===== src/rtl/core/ordered_sequence_table_assert.svh =====
// Assertion macros shared by the ordered sequence table RTL.
// Include this header inside module bodies that carry concurrent checks.
`ifndef ORDERED_SEQUENCE_TABLE_ASSERT_SVH
`define ORDERED_SEQUENCE_TABLE_ASSERT_SVH

// Implication checked on every clock edge outside of reset.
`define OST_ASSERT_IMP(label, clk, rst_n, ante, cons, msg) \
    label: assert property (@(posedge clk) disable iff (!rst_n) (ante) |-> (cons)) \
        else $error(msg);

// Next-cycle implication checked outside of reset.
`define OST_ASSERT_NEXT(label, clk, rst_n, ante, cons, msg) \
    label: assert property (@(posedge clk) disable iff (!rst_n) (ante) |=> (cons)) \
        else $error(msg);

`endif


===== src/rtl/core/ost_pkg.sv =====
// Package for the ordered sequence table: operation codes and field widths.
// No dependencies.
`timescale 1ns / 1ps

package ost_pkg;
    localparam int CAPACITY_DEF   = 64;
    localparam int DATA_WIDTH_DEF = 32;
    localparam int KIND_W         = 3;
    localparam int POS_W          = 7;
    localparam int VAL_W          = 32;

    typedef enum logic [KIND_W-1:0] {
        OP_INSERT_AT  = 3'd0,
        OP_SORTED_INS = 3'd1,
        OP_ERASE_AT   = 3'd2,
        OP_REMOVE_ALL = 3'd3,
        OP_GET        = 3'd4,
        OP_SET        = 3'd5,
        OP_FIND       = 3'd6,
        OP_NOP        = 3'd7
    } t_op;

    // Per-cell command broadcast by the controller.
    typedef enum logic [2:0] {
        CC_HOLD,
        CC_SHIFT_UP,
        CC_SHIFT_DOWN,
        CC_WRITE,
        CC_COMPACT
    } t_cell_cmd;
endpackage


===== src/rtl/core/ost_cell.sv =====
// One entry cell of the ordered sequence table chain.
// Depends on ost_pkg; neighbors feed it their stored values each cycle.
`timescale 1ns / 1ps

module ost_cell #(
    parameter int DATA_WIDTH = ost_pkg::DATA_WIDTH_DEF,
    parameter int IDX_W      = 6
) (
    input  logic                  i_clk,
    input  ost_pkg::t_cell_cmd    i_cmd,
    input  logic [IDX_W-1:0]      i_my_idx,
    input  logic [IDX_W-1:0]      i_pos,
    input  logic [DATA_WIDTH-1:0] i_value,
    input  logic [DATA_WIDTH-1:0] i_below,
    input  logic [DATA_WIDTH-1:0] i_above,
    input  logic [DATA_WIDTH-1:0] i_compact,
    input  logic                  i_compact_en,
    output logic [DATA_WIDTH-1:0] o_data
);
    import ost_pkg::*;

    logic [DATA_WIDTH-1:0] r_data;
    logic [DATA_WIDTH-1:0] n_data;

    // Select the next content from the command and this cell's place.
    always_comb begin
        n_data = r_data;
        unique case (i_cmd)
            CC_SHIFT_UP: begin
                if (i_my_idx == i_pos) n_data = i_value;
                else if (i_my_idx > i_pos) n_data = i_below;
            end
            CC_SHIFT_DOWN: begin
                if (i_my_idx >= i_pos) n_data = i_above;
            end
            CC_WRITE: begin
                if (i_my_idx == i_pos) n_data = i_value;
            end
            CC_COMPACT: begin
                if (i_compact_en) n_data = i_compact;
            end
            default: n_data = r_data;
        endcase
    end

    always_ff @(posedge i_clk) begin
        r_data <= n_data;
    end

    assign o_data = r_data;
endmodule

===== config.mk =====
export PLATFORM = sky130hd
export DESIGN_NAME = ost_cell
export DESIGN_NICKNAME = d
export VERILOG_FILES = /design/src/rtl/core/ordered_sequence_table_assert.svh /design/src/rtl/core/ost_pkg.sv /design/src/rtl/core/ost_cell.sv
export SDC_FILE = /design/constraint.sdc
export NUM_CORES = 1
export LEC_CHECK = 0
export BUFFER_PORTS_ARGS = -buffer_cell sky130_fd_sc_hd__clkbuf_2
export CORE_MARGIN = 3
export CORE_UTILIZATION = 30
export CTS_CLUSTER_SIZE = 30
export DETAILED_ROUTE_END_ITERATION = 10
export GPL_TIMING_DRIVEN = 0
export SETUP_SLACK_MARGIN = 0.3
export SYNTH_ARGS = -nofsm -noshare
export SYNTH_HDL_FRONTEND = slang
export SYNTH_SLANG_ARGS = --single-unit

===== constraint.sdc =====
create_clock -name i_clk -period 2.6 [get_ports i_clk]
set_clock_uncertainty 0.15 [all_clocks]
set_input_delay 0.13 -clock i_clk [delete_from_list [all_inputs] [get_ports i_clk]]
set_output_delay 0.13 -clock i_clk [all_outputs]
set_load 0.01 [all_outputs]

==> results_dict.tcl, run 1 <==
set metrics [dict create \
    dp_slack_ps 79.0 \
    numCtsBuffers 5 \
    ctsRootBufferMaster "clkbuf_8" \
    grt_pass1_wl_um 13200 \
    dr.pass1.iters 4 \
    core_mm2 0.00745 \
    vias 2730 \
    critPathMaxFanout 32 \
    start_util_pct 31.7 \
    ctsResizeCount 0 \
    area_growth_pct 47.3 \
    ir_worst_vdd_uv 185 \
    cpLargestDelayFamily "compound AO/OA/AOI/OAI gates" \
    maxSlewHeadroom_pct 44.5 \
    die_area_mm2 0.00897 \
    port_buffers 175 \
    synth_area_mm2 0.00236 \
    pin_count 177 \
    yosysSeqAreaShare_pct 40.7 \
    n_antenna_cell 0 \
    grt_max_degree 33 \
    setup_violations 0 \
    fin_tns_setup_ps 0 \
    clock.fmax_mhz 470 \
    worstPathArrival_ps 1890 \
    critPathKind "in -> reg" \
    synth_nets 406 \
    hpwlAfterDp_um 7000 \
    finalCritPeriodShare_pct 81.9 \
    leakage_nw 1.67 \
    die_y_um 94.7 \
    synth-seq-cells 32 \
    drt-total-wl_um 8900 \
    grt_pass1_vias 2691 \
    hold_path_depth 3 \
    finalInstanceArea_mm2 0.00348 \
    start_kind "primary input" \
    rows 31 \
    cpPeakStageDelay_ps 770 \
    rsz0062_at_grt "no" \
    clkTransAtPathRegs_ps 70 \
    min-delay-path-class "in -> reg" \
    slowest_stage "o221a_2" \
    synthTopCellsByArea "edfxtp_1 41%, nand3_1 11%, a21oi_1 6.1%" \
    finish.utilization_pct 46.7 \
    fin_ws_ps 472 \
    synth_top_area_share_pct 40.7 \
    hold_violations 0 \
    status "complete, no violations" \
    antenna_found_initial 0 \
    largest_reg_flops 32 \
    worst_slew_pin_slew_ps 832 \
    grt_usage_pct 19.1 \
    cap_violations 0 \
    nets 592 \
    end_kind "register" \
    yosys.area.top_type "edfxtp_1" \
    gp_congestion 0.836 \
    yosysWarnings 0 \
    avgSynthCellArea_um2 9.26 \
    fin_crit_ps 2130 \
    drtIter0Drc 82 \
    overflow 0 \
    multi_input_area_mm2 0.00120 \
    cp_cell_sequence "clkbuf_2, inv_1, ha_1, and4_1, nand3_1, o21ai_0, o221a_2" \
    fillers 810 \
    power_density_mw_per_mm2 431 \
    viasPerCell 5.06 \
    synthCells 255 \
    cts_tree "built" \
    drv_slew 0 \
    wire_per_inst_um 16.5 \
    cp_num_buf_inv 2 \
    worst-path-stages 7 \
    drive_gt1_share_pct 46.7 \
    placed_area_mm2 0.00336 \
    ant_nets 0 \
    clockBufferDepth 2 \
    ys_types 30 \
    clock-sinks 32 \
    drc 0 \
    dieWidth_um 94.7 \
    post_cts_buffers 0 \
    cts-htree-levels 2 \
    register_area_um2 961 \
    critical_path_required_ps 2360 \
]
## metrics by stage
stage | power, mW | instances | hold slack, ps
2_1_floorplan | 0.916 | 255 | 178
3_3_place_gp | 1.14 | 529 | 284
3_5_place_dp | 1.15 | 529 | 289
4_1_cts | 1.52 | 540 | 0.196
5_1_grt | 1.59 | 540 | 12.4
6_report | 1.50 | 540 | 4.27
## cell usage in the layout (no fill, tap or decap), types with 12 or more instances in the layout
cell and n:
a21oi_1 29, nand2_1 19, edfxtp_1 32, clkbuf_2 175
buf_4 12, a2bb2oi_1 16, nand3_1 50, o22ai_1 15
o22a_1 16, a22oi_1 16
## metal layers
metal  vias up  global-route usage [%]  share of wire, %
met2        97                    33.0                51
met4         0                    5.17               1.2
met3         7                    4.30               6.8
met1      1255                    23.8                41
li1       1371                       -                 -
met5         -                       0                 0
## cell families after synthesis
family	after synthesis	share of synthesized area [%]
compound gates	102	30.8
buf+inv	34	8.64
simple gates	81	16.7
fa+ha+maj	6	3.18
flops	32	40.7
## power breakdown
group          internal, mW  switching [mW]
Clock                 0.177           0.184
Sequential            0.651          0.0154
Combinational         0.229           0.242
## cell type report
cell class / instances / area share, %
buffer: 27 / 5.11
clock buffer: 5 / 1.98
clock inverter: 2 / 0.216
inverter: 7 / 0.756
multi-input combinational: 189 / 34.4
sequential: 32 / 27.6
tap: 99 / 3.56
timing repair buffer: 179 / 26.3
## worst paths after layout
path	from	to	slack [ps]
worst max-delay path	i_pos[5]	o_data[12]	470
worst min-delay path	i_value[24]	o_data[24]	4
## cells in the mapped netlist, drive strengths merged
master,count
ha,6
nand2,20
buf,23
and3,1
clkbuf,4
o21ai,4
nor2b,3
a211oi,1
o22ai,15
a31oi,2
nand3,50
o22a,16
nand4,1
o221a,1
a22oi,16
nor2,2
inv,7
or2,1
edfxtp,32
a2bb2oi,16
o32ai,1
nand2b,2
and4,1
a21oi,30
## timing repair
action | in CTS | in global routing
endpoints found under the setup margin | 0 | 0
endpoints found under the hold margin | 4 | 0
hold buffers | 4 | 0
No activity file was read; power rests on OpenSTA's default activity.
==> run 2, diff against run 1 <==
ABC_AREA = 1   (was default)
clock period = 2 ns   (was 2.6 ns; I/O delays follow)
==> run 2 against run 1 <==
Against the previous run:
- critical path depth rose by 4
- combinational power rose by 55%
- final cell count rose by 33%
- final area rose by 21%
- non-clock buffer count rose by 28
- synthesized cell count rose by 53%
- setup slack got worse by 120 ps
==> results_dict.tcl, run 2 <==
set metrics [dict create \
    dr.pass1.iters 4 \
    yosysWarnings 0 \
    power_density_mw_per_mm2 494 \
    min-delay-path-class "in -> reg" \
    port_buffers 176 \
    nets 762 \
    gp_congestion 0.868 \
    leakage_nw 2.33 \
    maxSlewHeadroom_pct 85.5 \
    antenna_found_initial 0 \
    fin_tns_setup_ps 0 \
    cp-startpoint "i_pos[3]" \
    hpwlAfterDp_um 6870 \
    grt_max_degree 17 \
    viasPerCell 4.55 \
    grt_pass1_wl_um 14400 \
    wire_per_inst_um 12.8 \
    yosysSeqAreaShare_pct 36.6 \
    ctsRootBufferMaster "clkbuf_8" \
    synth_area_mm2 0.00262 \
    rsz0062_at_grt "no" \
    drc 0 \
    worstPathArrival_ps 1480 \
    drt-total-wl_um 9190 \
    ir_worst_vdd_uv 262 \
    synth_top_area_share_pct 36.6 \
    n_antenna_cell 0 \
    core_mm2 0.00834 \
    synthCells 390 \
    critPathKind "in -> reg" \
    cts_tree "built" \
    layout_commonest_cell "clkbuf_2" \
    cp_cell_sequence "buf_2, inv_12, ha_4, nand2_4, nor2_8, nand2_8, buf_6, nand2_2, nand2_2, nor2_4, buf_12" \
    ant_nets 0 \
    avgSynthCellArea_um2 6.72 \
    synth_common_cells "173 x nand2_1, 44 x inv_1, 34 x nand3_1" \
    critical_path_required_ps 1830 \
    cpPeakStageDelay_ps 270 \
    drive_gt1_share_pct 38.1 \
    cap_violations 0 \
    grt_pass1_vias 3115 \
    clock.fmax_mhz 608 \
    cpMostUsedCell "nand2_2" \
    yosys.area.top_type "edfxtp_1" \
    status "complete, no violations" \
    synthMostInstantiatedCell "nand2_1" \
    fin_cells 716 \
    clock-sinks 32 \
    largest_reg_flops 32 \
    synth_nets 541 \
    cpLargestDelayFamily "simple AND/OR/NAND/NOR gates" \
    grt_usage_pct 18.1 \
    cts-htree-levels 2 \
    pin_count 177 \
    ys_types 20 \
    die_area_mm2 0.00990 \
    hold_violations 0 \
    start_kind "primary input" \
    async_flop_share_pct 0 \
    synth_edf_count 32 \
    setup_violations 0 \
    synth-seq-cells 32 \
    end_kind "register" \
    clkTransAtPathRegs_ps 70 \
    dieWidth_um 99.5 \
    worst_slew_pin_slew_ps 215 \
    area_growth_pct 60.3 \
    endpoint "o_data[30]" \
    drtIter0Drc 126 \
    clockBufferDepth 2 \
    final_cell_mix "175 x clkbuf_2, 169 x nand2_1, 40 x inv_1" \
    rows 33 \
    synth_ff_type "edfxtp_1" \
    synthTopCellsByArea "edfxtp_1 37%, nand2_1 25%, nand3_1 6.5%" \
    numCtsBuffers 5 \
    drv_slew 0 \
    critPathMaxFanout 16 \
    cp_num_buf_inv 4 \
    fin_crit_ps 1650 \
    dp_cells 671 \
    slowest_stage "ha_4" \
    worst-path-stages 11 \
    start_util_pct 31.4 \
    overflow 0 \
    vias 3257 \
    finalCritPeriodShare_pct 82.3 \
    die_y_um 99.5 \
]
[run 2: changes by cell type after synthesis, sizes merged, moves of 4 or more]
cell | previous run | this run
inv | 7 | 47
clkbuf | 4 | 0
nand2 | 20 | 175
o22a | 16 | 0
nand3 | 50 | 36
a2bb2oi | 16 | 0
o21ai | 4 | 34
a22oi | 16 | 0
o22ai | 15 | 0
[run 2: metrics by stage]
| step | util [%] | instance area (µm²) | power (mW) | setup slack (ps) | hold slack [ps] |
|---|---|---|---|---|---|
| 4_1_cts | 50.3 | 4190 | 2.10 | 343 | 20.7 |
| 6_report | 50.4 | 4200 | 2.08 | 354 | 33.5 |
| 3_3_place_gp | 44.7 | 3730 | 1.55 | -544 | 225 |
| 3_5_place_dp | 44.7 | 3730 | 1.55 | -566 | 231 |
| 5_1_grt | 50.4 | 4200 | 2.21 | 303 | 39.5 |
| 2_1_floorplan | - | 2720 | 1.23 | 43.7 | 135 |
[run 2: repair_timing]
action / in CTS / in global routing
buffers inserted: 5 / 0
pin swaps: 3 / 0
hold buffers: 32 / 0
cloned: 1 / 0
endpoints found under the hold margin: 32 / 0
resized for setup: 3 / 3
endpoints found under the setup margin: 32 / 32
[run 2: cell type report]
| cell class | count | area (µm²) |
|---|---|---|
| Fill cell | 839 | 4140 |
| Multi-Input combinational cell | 290 | 1420 |
| Timing Repair Buffer | 213 | 1250 |
| Sequential cell | 32 | 961 |
| Inverter | 48 | 198 |
| Buffer | 21 | 166 |
| Tap cell | 105 | 131 |
| Clock buffer | 5 | 68.8 |
| Clock inverter | 2 | 7.51 |
[run 2: power by group]
group	internal [mW]	switching, mW	total [mW]	leakage [nW]
clock	0.230	0.235	0.464	0.0391
combinational	0.343	0.388	0.731	2.00
sequential	0.855	0.0266	0.881	0.300
[run 2: worst min path at each step]
stage	from	endpoint	slack [ps]	cells after the start
after global routing	i_below[26]	o_data[26]	40	5
after floorplan	i_above[0]	o_data[0]	140	2
after detailed placement	i_above[20]	o_data[20]	230	3
after CTS	i_below[26]	o_data[26]	20	5
after global placement	i_above[5]	o_data[5]	230	3
final	i_below[1]	o_data[1]	30	5
[run 2: cells by family (layout without fill, tap and decap cells)]
group / after synthesis / count (layout) / share of synthesized area, %
AO/OA/AOI/OAI: 68 / 68 / 13.1
adder cells (fa/ha/maj): 6 / 6 / 2.86
buffers and inverters: 69 / 289 / 13.2
flip-flops: 32 / 32 / 36.6
AND/OR/NAND/NOR: 215 / 216 / 34.2
[run 2: routing by layer]
layer	vias up	routed length [µm]	global-route usage (%)
met2	136	4640	32.4
li1	1687	-	-
met1	1425	3750	22.4
met5	-	0	0
met3	9	706	3.44
met4	0	99	4.62
==> run 3, diff against run 2 <==
clock period = 1.61 ns   (was 2 ns; I/O delays follow)
==> run 3 against run 2 <==
Against the previous run:
- die area unchanged
- global-route usage up 0.14 points
- combinational power up 35%
- largest cell class is now buffers
==> results_dict.tcl, run 3 (synthesis gave the netlist of run 2 again) <==
set metrics [dict create \
    cap_violations 0 \
    start_kind "primary input" \
    drc 0 \
    worst_slew_pin_slew_ps 335 \
    cts-htree-levels 2 \
    final_cell_mix "170 x clkbuf_2, 160 x nand2_1, 40 x inv_1" \
    fin_ws_ps 93.3 \
    dp_cells 671 \
    hold_path_depth 5 \
    grt_pass1_vias 3262 \
    finalCritPeriodShare_pct 94.2 \
    nets 772 \
    cts_tree "built" \
    min_from "i_below[21]" \
    numCtsBuffers 5 \
    drt-total-wl_um 9560 \
    wire_per_inst_um 13.1 \
    core_mm2 0.00834 \
    start_util_pct 31.4 \
    drtIter0Drc 101 \
    vias 3321 \
    grt_pass1_wl_um 14600 \
    layout_commonest_cell "clkbuf_2" \
    ctsRootBufferMaster "clkbuf_8" \
    rsz0062_at_grt "yes" \
    clkTransAtPathRegs_ps 70 \
    status "complete, no violations" \
    clock.fmax_mhz 659 \
    critPathMaxFanout 8 \
    viasPerCell 4.57 \
    largest_reg_flops 32 \
    multi_input_area_mm2 0.00148 \
    maxSlewHeadroom_pct 77.4 \
    min-delay-path-class "in -> reg" \
    dp_slack_ps -915 \
    rows 33 \
    drv_slew 0 \
    ant_nets 0 \
    dieWidth_um 99.5 \
    setup_violations 0 \
    finish.utilization_pct 53.7 \
    critPathKind "in -> reg" \
    antenna_found_initial 0 \
    clockBufferDepth 2 \
    clock-sinks 32 \
    die_area_mm2 0.00990 \
    worstPathArrival_ps 1360 \
    overflow 0 \
    leakage_nw 2.44 \
    register_area_um2 961 \
    finalPower_mw 2.68 \
    grt_usage_pct 18.3 \
    n_antenna_cell 0 \
    fin_cells 727 \
    area_growth_pct 70.8 \
    drive_gt1_share_pct 40.5 \
    cp-startpoint "i_pos[3]" \
    fillers 813 \
    gp_congestion 0.810 \
    die_y_um 99.5 \
    pin_count 177 \
    fin_tns_setup_ps 0 \
    dr.pass1.iters 4 \
    power_density_mw_per_mm2 598 \
    end_kind "register" \
    port_buffers 176 \
    hold_violations 0 \
    critical_path_required_ps 1460 \
    grt_max_degree 17 \
    fin_crit_ps 1520 \
    hpwlAfterDp_um 6820 \
    ir_worst_vdd_uv 272 \
]
run 3: critical path: stages:
cell	delay (ps)
buf_8	90
inv_12	30
ha_4	260
nand2_4	60
nor2_8	130
nand2_4	70
buf_8	130
nand2_4	50
nand2_4	70
nor2_4	190
clkbuf_16	190
run 3: timing repair:
action | in CTS | in global routing
hold buffers | 35 | 0
endpoints found under the hold margin | 32 | 0
pin swaps | 5 | 18
setup endpoints to repair | 60 | 63
gates resized for setup | 15 | 32
buffers inserted | 8 | 1
cloned | 1 | 3
run 3: where the power goes:
group / switching [mW] / internal [mW]
Clock: 0.300 / 0.301
Combinational: 0.506 / 0.482
Sequential: 0.0306 / 1.06
Total: 0.836 / 1.84
run 3: worst paths after layout:
check | endpoint | slack [ps]
max | o_data[1] | 90
min | o_data[21] | 10
run 3: layout make-up:
type | instances | area share (%)
multi-input cells | 290 | 33.0
repair buffers | 223 | 32.1
flip-flops and latches | 32 | 21.4
inverters | 48 | 4.47
plain buffers | 21 | 4.33
well taps | 105 | 2.93
clock buffers | 7 | 1.70
clock inverters | 1 | 0.0838
run 3: metrics by stage:
step / area [µm²] / hold slack, ps
2_1_floorplan: 2730 / 116
3_5_place_dp: 3740 / 211
6_report: 4480 / 12.1
3_3_place_gp: 3740 / 210
5_1_grt: 4480 / 24.0
4_1_cts: 4310 / 3.02
run 3: metal layers:
layer | GRT usage, % | share of wire (%)
met5 | 0 | 0
met3 | 3.72 | 7.4
met2 | 34.4 | 51
met1 | 21.2 | 41
met4 | 3.89 | 0.76
